File: config.mk
export PLATFORM = sky130hd
export DESIGN_NAME = jamo_byte_to_hangul_decoder_flat
export DESIGN_NICKNAME = d
export VERILOG_FILES = /design/src/hw/rtl/jbh_pkg.sv /design/src/hw/rtl/jbh_in_if.sv /design/src/hw/rtl/jbh_out_if.sv /design/src/hw/rtl/jbh_ctrl.sv /design/src/hw/rtl/jbh_datapath.sv /design/src/hw/rtl/jamo_byte_to_hangul_decoder.sv /design/src/flat_wrapper.sv
export SDC_FILE = /design/constraint.sdc
export NUM_CORES = 1
export LEC_CHECK = 0
export BUFFER_PORTS_ARGS = -buffer_cell sky130_fd_sc_hd__buf_2
export CAP_MARGIN = 20
export CORE_MARGIN = 3
export CORE_UTILIZATION = 55
export DETAILED_ROUTE_END_ITERATION = 10
export PLACE_DENSITY_LB_ADDON = 0.25
export SLEW_MARGIN = 20
export SYNTH_ARGS = -nofsm -noshare
export SYNTH_HDL_FRONTEND = slang
export SYNTH_HIERARCHICAL = 1
export SYNTH_SLANG_ARGS = --single-unit
File: constraint.sdc
create_clock -name clk -period 19.2 [get_ports clk]
set_clock_uncertainty 0.1 [all_clocks]
set_input_delay 4.8 -clock clk [delete_from_list [all_inputs] [get_ports clk]]
set_output_delay 4.8 -clock clk [all_outputs]
set_load 0.1 [all_outputs]
File: src/hw/rtl/jbh_pkg.sv
package jbh_pkg;

	localparam logic [7:0]  TILDE     = 8'h7E;
	localparam logic [7:0]  HIGH_LO   = 8'h80;
	localparam logic [7:0]  INIT_HI   = 8'h92;
	localparam logic [7:0]  MED_LO    = 8'h93;
	localparam logic [7:0]  MED_HI    = 8'h9C;
	localparam logic [7:0]  UPGRADE   = 8'h5C;
	localparam logic [7:0]  TERM_A    = 8'h60;
	localparam logic [7:0]  TERM_B    = 8'h5D;
	localparam logic [7:0]  FIN_ALT   = 8'h3C;
	localparam logic [15:0] SYL_BASE  = 16'hAC00;
	localparam logic [8:0]  N_MED     = 9'd21;
	localparam logic [15:0] N_FIN     = 16'd28;
	localparam logic [2:0]  WIN_DEPTH = 3'd6;

	typedef enum logic [3:0] {
		S_IDLE,
		S_STRIP,
		S_FEED_T,
		S_TAG_RD,
		S_FEED_TAG,
		S_FEED_IN,
		S_END,
		S_FLUSH,
		S_LAST
	} state_t;

	typedef enum logic [1:0] {
		SRC_TILDE,
		SRC_TAG,
		SRC_IN
	} src_t;

	typedef struct packed {
		logic latch;
		logic tag_open;
		logic tag_close;
		logic tag_push;
		logic rel_start;
		logic tag_rd;
		logic idx_inc;
		logic tag_clear;
		logic feed;
		src_t src;
		logic decode;
		logic finish;
	} cmd_t;

	typedef struct packed {
		logic in_tilde;
		logic in_high;
		logic fin;
		logic in_tag;
		logic cnt_zero;
		logic cnt_full;
		logic idx_last;
		logic win_full;
		logic win_empty;
		logic dec_emit;
		logic can_emit;
		logic out_free;
	} status_t;

	// medial index for bytes 0x93..0x9c
	function automatic logic [4:0] med_idx(input logic [7:0] b);
		unique case (b)
			8'h93:   med_idx = 5'd0;
			8'h94:   med_idx = 5'd2;
			8'h95:   med_idx = 5'd4;
			8'h96:   med_idx = 5'd6;
			8'h97:   med_idx = 5'd8;
			8'h98:   med_idx = 5'd12;
			8'h99:   med_idx = 5'd13;
			8'h9A:   med_idx = 5'd17;
			8'h9B:   med_idx = 5'd18;
			8'h9C:   med_idx = 5'd20;
			default: med_idx = 5'd0;
		endcase
	endfunction

	// final-consonant index, zero when the byte is no final
	function automatic logic [4:0] fin_idx(input logic [7:0] b);
		unique case (b)
			FIN_ALT: fin_idx = 5'd25;
			8'h9D:   fin_idx = 5'd1;
			8'h9E:   fin_idx = 5'd2;
			8'h9F:   fin_idx = 5'd4;
			8'hA0:   fin_idx = 5'd0;
			8'hA1:   fin_idx = 5'd5;
			8'hA2:   fin_idx = 5'd7;
			8'hA3:   fin_idx = 5'd8;
			8'hA4:   fin_idx = 5'd9;
			8'hA5:   fin_idx = 5'd13;
			8'hA6:   fin_idx = 5'd10;
			8'hA7:   fin_idx = 5'd15;
			8'hA8:   fin_idx = 5'd16;
			8'hA9:   fin_idx = 5'd17;
			8'hAA:   fin_idx = 5'd18;
			8'hAB:   fin_idx = 5'd19;
			8'hAC:   fin_idx = 5'd20;
			8'hAD:   fin_idx = 5'd21;
			8'hAE:   fin_idx = 5'd22;
			8'hAF:   fin_idx = 5'd23;
			default: fin_idx = 5'd0;
		endcase
	endfunction

endpackage

File: src/hw/rtl/jbh_in_if.sv
interface jbh_in_if;
	logic       valid;
	logic       ready;
	logic [7:0] text_byte;
	logic       string_end;

	modport source (output valid, output text_byte, output string_end, input ready);
	modport sink   (input valid, input text_byte, input string_end, output ready);
endinterface

File: src/hw/rtl/jbh_out_if.sv
interface jbh_out_if;
	logic        valid;
	logic        ready;
	logic [15:0] code_point;
	logic        char_valid;
	logic        last_of_string;

	modport source (output valid, output code_point, output char_valid,
		output last_of_string, input ready);
	modport sink   (input valid, input code_point, input char_valid,
		input last_of_string, output ready);
endinterface

File: src/hw/rtl/jbh_ctrl.sv
module jbh_ctrl
	import jbh_pkg::*;
(
	input  logic    clk,
	input  logic    arst_n,
	input  logic    in_valid,
	output logic    in_ready,
	input  status_t st,
	output cmd_t    cmd
);

	state_t state_q, state_d;
	logic   rel_q, rel_d;
	logic   then_q, then_d;
	logic   dec_ok;

	always_ff @(posedge clk or negedge arst_n) begin
		if (!arst_n) begin
			state_q <= S_IDLE;
			rel_q   <= 1'b0;
			then_q  <= 1'b0;
		end else begin
			state_q <= state_d;
			rel_q   <= rel_d;
			then_q  <= then_d;
		end
	end

	// a decode may run unless it emits and the result path is blocked
	assign dec_ok = !st.dec_emit || st.can_emit;

	always_comb begin
		state_d  = state_q;
		rel_d    = rel_q;
		then_d   = then_q;
		cmd      = '0;
		cmd.src  = SRC_IN;
		in_ready = 1'b0;
		unique case (state_q)
			S_IDLE: begin
				in_ready = 1'b1;
				if (in_valid) begin
					cmd.latch = 1'b1;
					state_d   = S_STRIP;
				end
			end
			S_STRIP: begin
				rel_d  = 1'b0;
				then_d = 1'b0;
				if (!st.in_tag) begin
					if (st.in_tilde) begin
						cmd.tag_open = 1'b1;
						state_d      = S_END;
					end else begin
						state_d = S_FEED_IN;
					end
				end else if (st.in_tilde) begin
					if (!st.cnt_zero) begin
						cmd.tag_close = 1'b1;
						state_d       = S_END;
					end else begin
						state_d = S_FEED_T;
					end
				end else if (st.in_high || st.cnt_full) begin
					cmd.rel_start = 1'b1;
					rel_d         = 1'b1;
					then_d        = 1'b1;
					state_d       = S_FEED_T;
				end else begin
					cmd.tag_push = 1'b1;
					state_d      = S_END;
				end
			end
			S_FEED_T: begin
				cmd.src = SRC_TILDE;
				if (st.win_full) begin
					cmd.decode = dec_ok;
				end else begin
					cmd.feed = 1'b1;
					if (!rel_q)
						state_d = S_END;
					else if (!st.cnt_zero)
						state_d = S_TAG_RD;
					else
						state_d = then_q ? S_FEED_IN : S_END;
				end
			end
			S_TAG_RD: begin
				cmd.tag_rd = 1'b1;
				state_d    = S_FEED_TAG;
			end
			S_FEED_TAG: begin
				cmd.src = SRC_TAG;
				if (st.win_full) begin
					cmd.decode = dec_ok;
				end else begin
					cmd.feed = 1'b1;
					if (st.idx_last) begin
						cmd.tag_clear = 1'b1;
						state_d       = then_q ? S_FEED_IN : S_END;
					end else begin
						cmd.idx_inc = 1'b1;
						state_d     = S_TAG_RD;
					end
				end
			end
			S_FEED_IN: begin
				cmd.src = SRC_IN;
				if (st.win_full) begin
					cmd.decode = dec_ok;
				end else begin
					cmd.feed = 1'b1;
					state_d  = S_END;
				end
			end
			S_END: begin
				if (!st.fin) begin
					state_d = S_IDLE;
				end else if (st.in_tag) begin
					cmd.rel_start = 1'b1;
					rel_d         = 1'b1;
					then_d        = 1'b0;
					state_d       = S_FEED_T;
				end else begin
					state_d = S_FLUSH;
				end
			end
			S_FLUSH: begin
				if (st.win_empty)
					state_d = S_LAST;
				else
					cmd.decode = dec_ok;
			end
			S_LAST: begin
				if (st.out_free) begin
					cmd.finish = 1'b1;
					state_d    = S_IDLE;
				end
			end
			default: state_d = S_IDLE;
		endcase
	end

endmodule

File: src/hw/rtl/jbh_datapath.sv
module jbh_datapath
	import jbh_pkg::*;
#(
	parameter int MAX_TAG_LEN = 24
) (
	input  logic              clk,
	input  logic              arst_n,
	input  logic [7:0]        text_byte,
	input  logic              string_end,
	input  cmd_t              cmd,
	output status_t           st,
	jbh_out_if.source         char_out
);

	localparam int CW = $clog2(MAX_TAG_LEN + 1);
	localparam int IW = (MAX_TAG_LEN > 1) ? $clog2(MAX_TAG_LEN) : 1;

	// input byte and tag store
	logic [7:0]    byte_q;
	logic          fin_q;
	logic          in_tag_q;
	logic [CW-1:0] tag_cnt_q;
	logic [CW-1:0] idx_q;
	logic [7:0]    tag_mem [MAX_TAG_LEN];
	logic [7:0]    rd_q;

	// decode window
	logic [7:0] win_q [6];
	logic [2:0] wcnt_q;

	// held result and output register
	logic        pend_v_q;
	logic [15:0] pend_cp_q;
	logic        pend_cv_q;
	logic        out_v_q;
	logic [15:0] out_cp_q;
	logic        out_cv_q;
	logic        out_last_q;

	logic [7:0]  feed_byte;
	logic        dec_emit;
	logic [2:0]  dec_len;
	logic [15:0] dec_cp;
	logic [7:0]  shifted [6];
	logic        out_free;

	always_ff @(posedge clk) begin
		if (cmd.latch) begin
			byte_q <= text_byte;
			fin_q  <= string_end;
		end
		if (cmd.tag_push)
			tag_mem[tag_cnt_q[IW-1:0]] <= byte_q;
		if (cmd.tag_rd)
			rd_q <= tag_mem[idx_q[IW-1:0]];
	end

	always_ff @(posedge clk or negedge arst_n) begin
		if (!arst_n) begin
			in_tag_q  <= 1'b0;
			tag_cnt_q <= '0;
			idx_q     <= '0;
		end else begin
			if (cmd.tag_open) begin
				in_tag_q  <= 1'b1;
				tag_cnt_q <= '0;
			end
			if (cmd.tag_close) begin
				in_tag_q  <= 1'b0;
				tag_cnt_q <= '0;
			end
			if (cmd.tag_push)
				tag_cnt_q <= tag_cnt_q + 1'b1;
			if (cmd.rel_start) begin
				in_tag_q <= 1'b0;
				idx_q    <= '0;
			end
			if (cmd.idx_inc)
				idx_q <= idx_q + 1'b1;
			if (cmd.tag_clear)
				tag_cnt_q <= '0;
		end
	end

	always_comb begin
		case (cmd.src)
			SRC_TILDE: feed_byte = TILDE;
			SRC_TAG:   feed_byte = rd_q;
			default:   feed_byte = byte_q;
		endcase
	end

	// decode of the window front
	always_comb begin
		logic [4:0] ii;
		logic [4:0] mi;
		logic [4:0] fi;
		logic [4:0] fcand;
		logic [2:0] c;
		logic       cm_ok;
		logic [4:0] cm;
		logic [7:0] b1;
		logic [7:0] b2;
		logic [7:0] bf;
		logic [8:0] sy;
		b1       = win_q[1];
		b2       = win_q[2];
		ii       = 5'(win_q[0] - HIGH_LO);
		mi       = med_idx(b1);
		fi       = 5'd0;
		c        = 3'd2;
		cm_ok    = 1'b0;
		cm       = 5'd0;
		bf       = 8'h00;
		fcand    = 5'd0;
		dec_emit = 1'b0;
		dec_len  = 3'd1;
		dec_cp   = {8'h00, win_q[0]};
		if (win_q[0] < HIGH_LO) begin
			dec_emit = 1'b1;
		end else if (win_q[0] <= INIT_HI && wcnt_q > 3'd1
				&& b1 >= MED_LO && b1 <= MED_HI) begin
			if (wcnt_q > 3'd2) begin
				// compound vowels
				if (b2 == UPGRADE || b2 == MED_HI) begin
					case (b1)
						8'h93: begin cm_ok = 1'b1; cm = 5'd1;  end
						8'h95: begin cm_ok = 1'b1; cm = 5'd5;  end
						8'h9B: begin cm_ok = 1'b1; cm = 5'd19; end
						8'h97: begin cm_ok = 1'b1; cm = 5'd11; end
						8'h99: begin cm_ok = 1'b1; cm = 5'd16; end
						8'h96: begin cm_ok = (b2 == UPGRADE); cm = 5'd7; end
						default: cm_ok = 1'b0;
					endcase
				end else if (b1 == 8'h97 && b2 == 8'h93) begin
					cm_ok = 1'b1;
					cm    = 5'd9;
				end else if (b1 == 8'h99 && b2 == 8'h95) begin
					cm_ok = 1'b1;
					cm    = 5'd14;
				end
				if (cm_ok) begin
					mi = cm;
					c  = 3'd3;
					if (wcnt_q > 3'd3 && win_q[3] == UPGRADE
							&& (cm == 5'd9 || cm == 5'd14)) begin
						mi = cm + 5'd1;
						c  = 3'd4;
					end
				end
			end
			if (c < wcnt_q) begin
				bf    = win_q[c];
				fcand = fin_idx(bf);
				if (bf == TERM_A || bf == TERM_B) begin
					c = c + 3'd1;
				end else if (fcand != 5'd0) begin
					fi = fcand;
					c  = c + 3'd1;
					if (c < wcnt_q && (win_q[c] == TERM_A || win_q[c] == TERM_B))
						c = c + 3'd1;
				end
			end
			sy       = 9'(ii) * N_MED + 9'(mi);
			dec_emit = 1'b1;
			dec_len  = c;
			dec_cp   = SYL_BASE + 16'(sy) * N_FIN + 16'(fi);
		end
	end

	always_comb begin
		for (int i = 0; i < 6; i++) begin
			if (i + int'(dec_len) < 6)
				shifted[i] = win_q[3'(i + int'(dec_len))];
			else
				shifted[i] = win_q[i];
		end
	end

	always_ff @(posedge clk) begin
		if (cmd.feed)
			win_q[wcnt_q] <= feed_byte;
		else if (cmd.decode)
			win_q <= shifted;
	end

	always_ff @(posedge clk or negedge arst_n) begin
		if (!arst_n) begin
			wcnt_q <= '0;
		end else if (cmd.feed) begin
			wcnt_q <= wcnt_q + 3'd1;
		end else if (cmd.decode) begin
			wcnt_q <= wcnt_q - dec_len;
		end
	end

	// results: the newest one waits until it is known not to be last
	assign out_free = !out_v_q || char_out.ready;

	always_ff @(posedge clk or negedge arst_n) begin
		if (!arst_n) begin
			pend_v_q <= 1'b0;
			out_v_q  <= 1'b0;
		end else begin
			if (out_v_q && char_out.ready)
				out_v_q <= 1'b0;
			if (cmd.decode && dec_emit) begin
				pend_v_q <= 1'b1;
				if (pend_v_q)
					out_v_q <= 1'b1;
			end
			if (cmd.finish) begin
				pend_v_q <= 1'b0;
				out_v_q  <= 1'b1;
			end
		end
	end

	always_ff @(posedge clk) begin
		if (cmd.decode && dec_emit) begin
			pend_cp_q <= dec_cp;
			pend_cv_q <= 1'b1;
			if (pend_v_q) begin
				out_cp_q   <= pend_cp_q;
				out_cv_q   <= pend_cv_q;
				out_last_q <= 1'b0;
			end
		end
		if (cmd.finish) begin
			out_cp_q   <= pend_v_q ? pend_cp_q : 16'h0000;
			out_cv_q   <= pend_v_q ? pend_cv_q : 1'b0;
			out_last_q <= 1'b1;
		end
	end

	assign char_out.valid          = out_v_q;
	assign char_out.code_point     = out_cp_q;
	assign char_out.char_valid     = out_cv_q;
	assign char_out.last_of_string = out_last_q;

	assign st.in_tilde  = (byte_q == TILDE);
	assign st.in_high   = (byte_q >= HIGH_LO);
	assign st.fin       = fin_q;
	assign st.in_tag    = in_tag_q;
	assign st.cnt_zero  = (tag_cnt_q == '0);
	assign st.cnt_full  = (tag_cnt_q == CW'(MAX_TAG_LEN));
	assign st.idx_last  = ((idx_q + 1'b1) == tag_cnt_q);
	assign st.win_full  = (wcnt_q == WIN_DEPTH);
	assign st.win_empty = (wcnt_q == 3'd0);
	assign st.dec_emit  = dec_emit;
	assign st.can_emit  = !pend_v_q || out_free;
	assign st.out_free  = out_free;

endmodule

File: src/hw/rtl/jamo_byte_to_hangul_decoder.sv
// a plain byte passes S_IDLE, S_STRIP, S_FEED_IN and S_END before the next transfer
// a byte held inside a tag passes S_STRIP and S_END, a failed tag replays via S_TAG_RD, S_FEED_TAG
// a full window stalls the feed for decodes; at string end S_FLUSH drains it, then S_LAST emits
// a result leaves one decode later than it is formed, since it waits to learn if it is last
// reset: arst_n clears the state machine, tag and window counts and all valid flags
module jamo_byte_to_hangul_decoder
	import jbh_pkg::*;
#(
	parameter int MAX_TAG_LEN = 24
) (
	input  logic      clk,
	input  logic      arst_n,
	jbh_in_if.sink    byte_in,
	jbh_out_if.source char_out
);

	// command and status between sequencer and datapath
	cmd_t    cmd;
	status_t st;

	// sequencer: tag stripping decisions, replay, window drain
	jbh_ctrl u_ctrl (
		.clk      (clk),
		.arst_n   (arst_n),
		.in_valid (byte_in.valid),
		.in_ready (byte_in.ready),
		.st       (st),
		.cmd      (cmd)
	);

	// datapath: tag store, six-byte decode window, result registers
	jbh_datapath #(
		.MAX_TAG_LEN (MAX_TAG_LEN)
	) u_dp (
		.clk        (clk),
		.arst_n     (arst_n),
		.text_byte  (byte_in.text_byte),
		.string_end (byte_in.string_end),
		.cmd        (cmd),
		.st         (st),
		.char_out   (char_out)
	);

endmodule
File: src/flat_wrapper.sv
// flat-port wrapper written by rule: the top's interface ports become plain ports
module jamo_byte_to_hangul_decoder_flat import jbh_pkg::*;
#(
	parameter int MAX_TAG_LEN = 24
)
  (clk, arst_n, byte_in_valid, byte_in_text_byte, byte_in_string_end, byte_in_ready, char_out_valid, char_out_code_point, char_out_char_valid, char_out_last_of_string, char_out_ready);
  jbh_in_if byte_in_i ();
  jbh_out_if char_out_i ();
  input  logic clk;
  input  logic arst_n;
  input wire logic [$bits(byte_in_i.valid)-1:0] byte_in_valid;
  input wire logic [$bits(byte_in_i.text_byte)-1:0] byte_in_text_byte;
  input wire logic [$bits(byte_in_i.string_end)-1:0] byte_in_string_end;
  output wire logic [$bits(byte_in_i.ready)-1:0] byte_in_ready;
  output wire logic [$bits(char_out_i.valid)-1:0] char_out_valid;
  output wire logic [$bits(char_out_i.code_point)-1:0] char_out_code_point;
  output wire logic [$bits(char_out_i.char_valid)-1:0] char_out_char_valid;
  output wire logic [$bits(char_out_i.last_of_string)-1:0] char_out_last_of_string;
  input wire logic [$bits(char_out_i.ready)-1:0] char_out_ready;
  assign byte_in_i.valid = byte_in_valid;
  assign byte_in_i.text_byte = byte_in_text_byte;
  assign byte_in_i.string_end = byte_in_string_end;
  assign byte_in_ready = byte_in_i.ready;
  assign char_out_valid = char_out_i.valid;
  assign char_out_code_point = char_out_i.code_point;
  assign char_out_char_valid = char_out_i.char_valid;
  assign char_out_last_of_string = char_out_i.last_of_string;
  assign char_out_i.ready = char_out_ready;
  jamo_byte_to_hangul_decoder #(.MAX_TAG_LEN(MAX_TAG_LEN)) u_core (.clk(clk), .arst_n(arst_n), .byte_in(byte_in_i), .char_out(char_out_i));
endmodule
==> results of run 1 <==
[flip-flops by register name (all words and copies together) (netlist names)]
name                                 count
u_core/u_dp/pend_cp_q                   16
u_core/u_dp/tag_mem                    192
u_core/u_dp/byte_q                       8
u_core/u_ctrl/state_q                    4
u_core/u_dp/tag_cnt_q                    5
u_core/u_dp/char_out.char_valid          1
u_core/u_dp/char_out.last_of_string      1
u_core/u_dp/in_tag_q                     1
u_core/u_dp/win_q                       48
u_core/u_dp/idx_q                        5
u_core/u_dp/fin_q                        1
u_core/u_dp/char_out.code_point         16
u_core/u_dp/pend_v_q                     1
u_core/u_ctrl/then_q                     1
u_core/u_dp/char_out.valid               1
u_core/u_ctrl/rel_q                      1
u_core/u_dp/wcnt_q                       3
u_core/u_dp/rd_q                         8
[kinds of logic after synthesis]
kind of cell | share of synthesized area
XOR/XNOR | 0.0223
adder cells (fa/ha/maj) | 0.0548
multiplexers | 0.121
AND/OR/NAND/NOR | 0.132
AO/OA/AOI/OAI | 0.117
flip-flops | 0.514
buffers and inverters | 0.0378
[cells in the final DEF, fill, tap and decap left out, drive strengths merged, types with 24 or more instances in the layout]
cell type | netlist | routed
nor3 | 37 | 37
o22ai | 24 | 24
nand2b | 28 | 28
clkbuf | 38 | 42
xnor2 | 29 | 29
edfxtp | 290 | 290
buf | 41 | 52
nor2 | 110 | 110
mux2i | 55 | 55
mux4 | 64 | 64
a21oi | 65 | 65
nand2 | 85 | 85
inv | 75 | 76
o21ai | 51 | 51
nand3 | 30 | 30
ha | 55 | 55
[per-layer routing]
layer	wire (um)	track usage
met5	0	0
met2	21700	0.419
met1	18900	0.363
met3	4110	0.0493
met4	1790	0.0965
[critical path, stage by stage, from the launching register on]
cell       delay (ns)
edfxtp_1         0.44
nand4bb_1        0.58
nor4_1           0.63
nor3_1           0.08
or2_2            0.31
inv_1            0.08
ha_1             0.14
a21o_1           0.17
a41oi_1          0.15
nor3_2           0.60
nor2_1           0.09
ha_1             0.57
inv_1            0.29
nor3_1           0.08
nor3_1           0.26
a21boi_1         0.13
or4_4            0.55
a211oi_1         0.32
nor3b_1          0.15
o311ai_4         0.23
buf_4            0.55
ha_1             0.45
xor2_1           0.69
nor2_1           0.13
nor3_2           0.55
[metrics by stage]
step                utilization  cell area (um2)  hold WS [ns]
global placement          0.579            18500         0.339
detailed placement        0.580            18500         0.338
floorplan                     -            18000         0.397
global route              0.614            19600         0.376
finish                    0.614            19600         0.349
CTS                       0.614            19600         0.353
[worst max path at each step]
stage	startpoint	end	slack, ns
2_1_floorplan	u_core/u_ctrl/state_q[3]	byte_in_ready	10.74
3_3_place_gp	u_core/u_dp/win_q[37]	u_core/u_dp/win_q[38]	10.53
3_5_place_dp	u_core/u_dp/win_q[37]	u_core/u_dp/win_q[33]	10.32
4_1_cts	u_core/u_dp/win_q[37]	u_core/u_dp/win_q[33]	10.28
5_1_grt	u_core/u_dp/win_q[37]	u_core/u_dp/win_q[33]	9.67
6_report	u_core/u_dp/win_q[37]	u_core/u_dp/win_q[33]	10.44
[final cells by class]
class                      instances  area [um2]  share of cell area
multi-input combinational        976        8120               0.414
tap                              435         544              0.0277
clock buffer                      42         902              0.0460
inverter                          75         282              0.0143
clock inverter                    20         190             0.00969
sequential                       313        9290               0.473
timing repair buffer              52         308              0.0157
==> metrics.md, run 1 <==
| Metric | Value |
|---|---|
| Cell Area, Synth | 18000 um2 |
| Syn_nets | 1526 |
| Cts hold-fix bufs | 0 |
| Slew HR | 0.356 |
| Io pins | 33 |
| TNS Setup | 0 ns |
| EDFF count, synth | 290 |
| Detail-routed via count per cell | 6.59 |
| Worst-Margin Slew | 0.958 ns |
| R2R setup slack | 10.44 ns |
| GRT overflow | 0 |
| RR Startpoint | u_core/u_dp/win_q[37] |
| Initial Util | 0.564 |
| GPL Wtd Cong | approximately 0.99 |
| Number of global-route vias before repair | 12100 |
| DR iter-0 viols | 1329 |
| Die W | ~190 um |
| Mapped Avg Cell Area | ~13 um2 |
| Non-Filler Instances | 1913 |
| Synth Instances | ~1400 |
| Reg2reg path depth | 24 |
| Worst EP arrival | 8.81 ns |
| Die boundary height | 187 um |
| CP max FO | 45 |
| Drt total wl | 46.4 mm |
| DR WL/cell | 24.3 um |
| H-tree depth | 2 |
| Largest net degree at the start of global routing | 52 |
| Setup ws final | 10.44 ns |
| Most common cell in the netlist | edfxtp_1 |
| Final setup violation count | 0 |
| Post-CTS setup buffers | 0 |
| Fillers | 2472 |
| Outcome | completed |
| Critical Path End Type | register |
| First-pass GRT wire length | about 70 mm |
| Die Area | ~35000 um2 |
| Final min period | 8.76 ns |
| Diode count | 0 |
| Pre-CTS setup slack | 10.32 ns |
| Hold endpoint | u_core/u_dp/char_out.last_of_string |
| Synth cell count leaders | edfxtp_1, nor2_1, nand2_1, inv_1, mux4_2 |
| Clock slew at reported path FFs | 0.06 ns |
| Row count | 65 |
| Hold Crit Class | reg -> reg |
| Post-CTS sizing | 0 |
| Async SR Flop Fraction | 0.0703 |
| Final worst path period share | 0.456 |
| Min-delay src | u_core/u_dp/char_out.last_of_string |
| Synth area leader | edfxtp_1 |
| CTS Buf Count | 35 |
| WS Path Type | reg -> reg |
| CP required | 19.25 ns |
| Hpwl dp | 32.6 mm |
| FF+latch count, synth | ~310 |
| Ys flop type | edfxtp_1 |
| Final hold violations | 0 |
| Gr usage total | 0.263 |
| PortBufs | 32 |
| Antenna violations before repair | 0 |
| TritonCTS clock tree | done |
| Worst setup SP type | register |
| Via count | 12600 |
| Worst skew pair latency | 0.53 ns |
| WHS Path Cells | 1 |
| DRC | 0 |
| Synth top area share | 0.483 |
| Root Driver | clkbuf_16 |
| Yosys synthesis warning count | 6 |
| Clk buf depth | 3 |
| Dpl cells | 1851 |
| Antenna-violating nets left | 0 |
| RSZ-0062 raised after global routing | no |
| Layout cells sized above 1 | 0.161 |
| Layout net count | 1536 |
| Fmax | 0.114 GHz |
| # Max-Cap Violations | 0 |
| Cell variety after synth | 103 |
| Sequential share of the synthesized area | 0.514 |
| Final max-slew violation count | 0 |
| Area grow syn2layout | 8.80% |
| Core area | around 32000 um2 |
| Clock tree sinks | 313 |
| Reg2Reg Capture Point | u_core/u_dp/win_q[33] |
| Synth area leaders | edfxtp_1, mux4_2, ha_1 |
| First-pass DRT Iterations | 6 |
Power of run 1 is not shown: default switching activity piles up to over one toggle a cycle in this logic, so the estimate is an artifact.
==> run 2, diff against run 1 <==
- clock period: 19.2 -> 8.54 ns (I/O delays scaled with it)
==> metrics.md, run 2 (synthesized netlist as in run 1, its figures left out) <==
| Metric | Value |
|---|---|
| Flip-flop and latch area | 9290 um2 (unchanged) |
| Worst skew pair latency | 0.53 ns (about the same) |
| Area grow syn2layout | 10.2% |
| Clock slew at reported path FFs | 0.06 ns (about the same) |
| WS Path Type | reg -> reg |
| Worst EP arrival | 8.17 ns (-0.64 ns) |
| Layout net count | 1553 (+1.1%) |
| Detail-routed via count per cell | 6.48 (-1.7%) |
| Fillers | 2418 (-2.2%) |
| CP required | 8.77 ns (-10.48 ns) |
| Gr usage total | 0.260 (-0.00216) |
| Cts hold-fix bufs | 0 (unchanged) |
| Drt total wl | 46.2 mm (-0.37%) |
| Slowest stage delay, CP | 0.65 ns (-0.04 ns) |
| Largest net degree at the start of global routing | 52 (unchanged) |
| Layout cells sized above 1 | 0.175 (+0.0143) |
| Post-layout util | 0.622 (+0.00791) |
| Clock tree sinks | 313 (unchanged) |
| H-tree depth | 2 (unchanged) |
| Row count | 65 (unchanged) |
| Core area | 32000 um2 (unchanged) |
| DR WL/cell | 24.0 um (-1.2%) |
| Worst setup SP type | register |
| Outcome | completed |
| Slew HR | 0.290 (-0.0664) |
| Multi-input logic area | 8130 um2 (+0.14%) |
| Worst path most repeated cell | ha_1 |
| Final min period | 7.94 ns (-0.817 ns) |
| Non-Filler Instances | 1930 (+0.89%) |
| First-pass DRT Iterations | 9 (+3) |
| Die boundary height | 187 um (unchanged) |
| Dpl cells | 1859 (+0.43%) |
| PortBufs | 32 (unchanged) |
| TritonCTS clock tree | done |
| Number of global-route vias before repair | 12100 (-0.61%) |
| CTS Buf Count | 35 (unchanged) |
| Most common cell after layout, fill and taps aside | edfxtp_1 |
| Fmax | 0.126 GHz (+10%) |
| Hpwl dp | 32.5 mm (-0.26%) |
| Max reg flops | 192 (unchanged) |
| Antenna violations before repair | 0 (unchanged) |
| Die W | 187 um (unchanged) |
| Antenna-violating nets left | 0 (unchanged) |
| Die Area | 35000 um2 (unchanged) |
| Initial Util | 0.564 (unchanged) |
| Root Driver | clkbuf_16 |
| Worst-Margin Slew | 1.07 ns (+0.107 ns) |
| DR iter-0 viols | 1446 (+8.8%) |
| DRC | 0 (unchanged) |
| Via count | 12500 (-0.82%) |
| Final max-slew violation count | 0 (unchanged) |
| First-pass GRT wire length | 71.3 mm (-0.71%) |
| CP max FO | 6 (-87%) |
| Slowest CP cell | nor4b_1 |
| GRT overflow | 0 (unchanged) |
| Final worst path period share | 0.930 (+0.474) |
| Most frequent cells in the layout | edfxtp_1, nor2_1, nand2_1, inv_1, mux4_2 |
| GPL Wtd Cong | 1.00 (+0.78%) |
| Critical Path End Type | register |
| Final setup violation count | 0 (unchanged) |
| Clk buf depth | 3 (unchanged) |
| Final hold violations | 0 (unchanged) |
| # Max-Cap Violations | 0 (unchanged) |
| Hold Crit Class | reg -> reg |
| Io pins | 33 (unchanged) |
## run 2: area by class of cell
class / count / share of cell area
Antenna cell: 1 / 0.000126
Clock buffer: 37 / 0.0444
Clock inverter: 24 / 0.0160
Inverter: 75 / 0.0142
Multi-Input combinational cell: 976 / 0.409
Sequential cell: 313 / 0.467
Tap cell: 435 / 0.0274
Timing Repair Buffer: 69 / 0.0220
## run 2: worst paths after layout
kind | slack (ns) | depth (start not counted) | startpoint | endpoint
setup / recovery | 0.60 | 29 | u_core/u_dp/win_q[17] | u_core/u_dp/pend_cp_q[12]
hold reg to reg | 0.37 | 1 | u_core/u_dp/char_out.last_of_string | u_core/u_dp/char_out.last_of_string
min in group asynchronous | 1.49 | 1 | arst_n | u_core/u_dp/idx_q[4]
max in group asynchronous | 6.44 | 1 | arst_n | u_core/u_dp/idx_q[0]
hold / removal | 0.37 | 1 | u_core/u_dp/char_out.last_of_string | u_core/u_dp/char_out.last_of_string
setup reg to reg | 0.60 | 29 | u_core/u_dp/win_q[17] | u_core/u_dp/pend_cp_q[12]
## run 2: critical path: cells and delay by family, from the launching register on
kind                       cells  cell delay (ns)
AOI/OAI and AO/OA              8             1.31
xor gates and xnor gates       3             0.56
adders and majority gates      6             2.20
buffers and inverters          3             0.28
DFF                            1             0.52
and+or+nand+nor                9             2.79
## run 2: per-layer routing
metal	routed length, um	track usage	share of wire	vias up
met5	0	0	0	-
met4	1430	0.0820	0.031	0
met3	3840	0.0384	0.083	117
met2	22100	0.427	0.48	627
met1	18800	0.363	0.41	6146
li1	-	-	-	5613
## run 2: what timing repair did
item / 4_1_cts / 5_1_grt
buffers inserted: 0 / 9
endpoints found under the hold margin: 0 / 0
endpoints found under the setup margin: 0 / 3
gates resized for setup: 0 / 4
## run 2: through the flow
stage	instance area, um2	setup TNS, ns	hold slack, ns	setup slack [ns]
after floorplan	18000	0	0.397	0.840
after CTS	19800	0	0.366	0.453
final	19900	0	0.368	0.602
after detailed placement	18600	0	0.344	0.494
after global routing	19900	-0.0146	0.398	-0.0146
after global placement	18600	0	0.336	0.672
Power of run 2 is left out for the same reason.
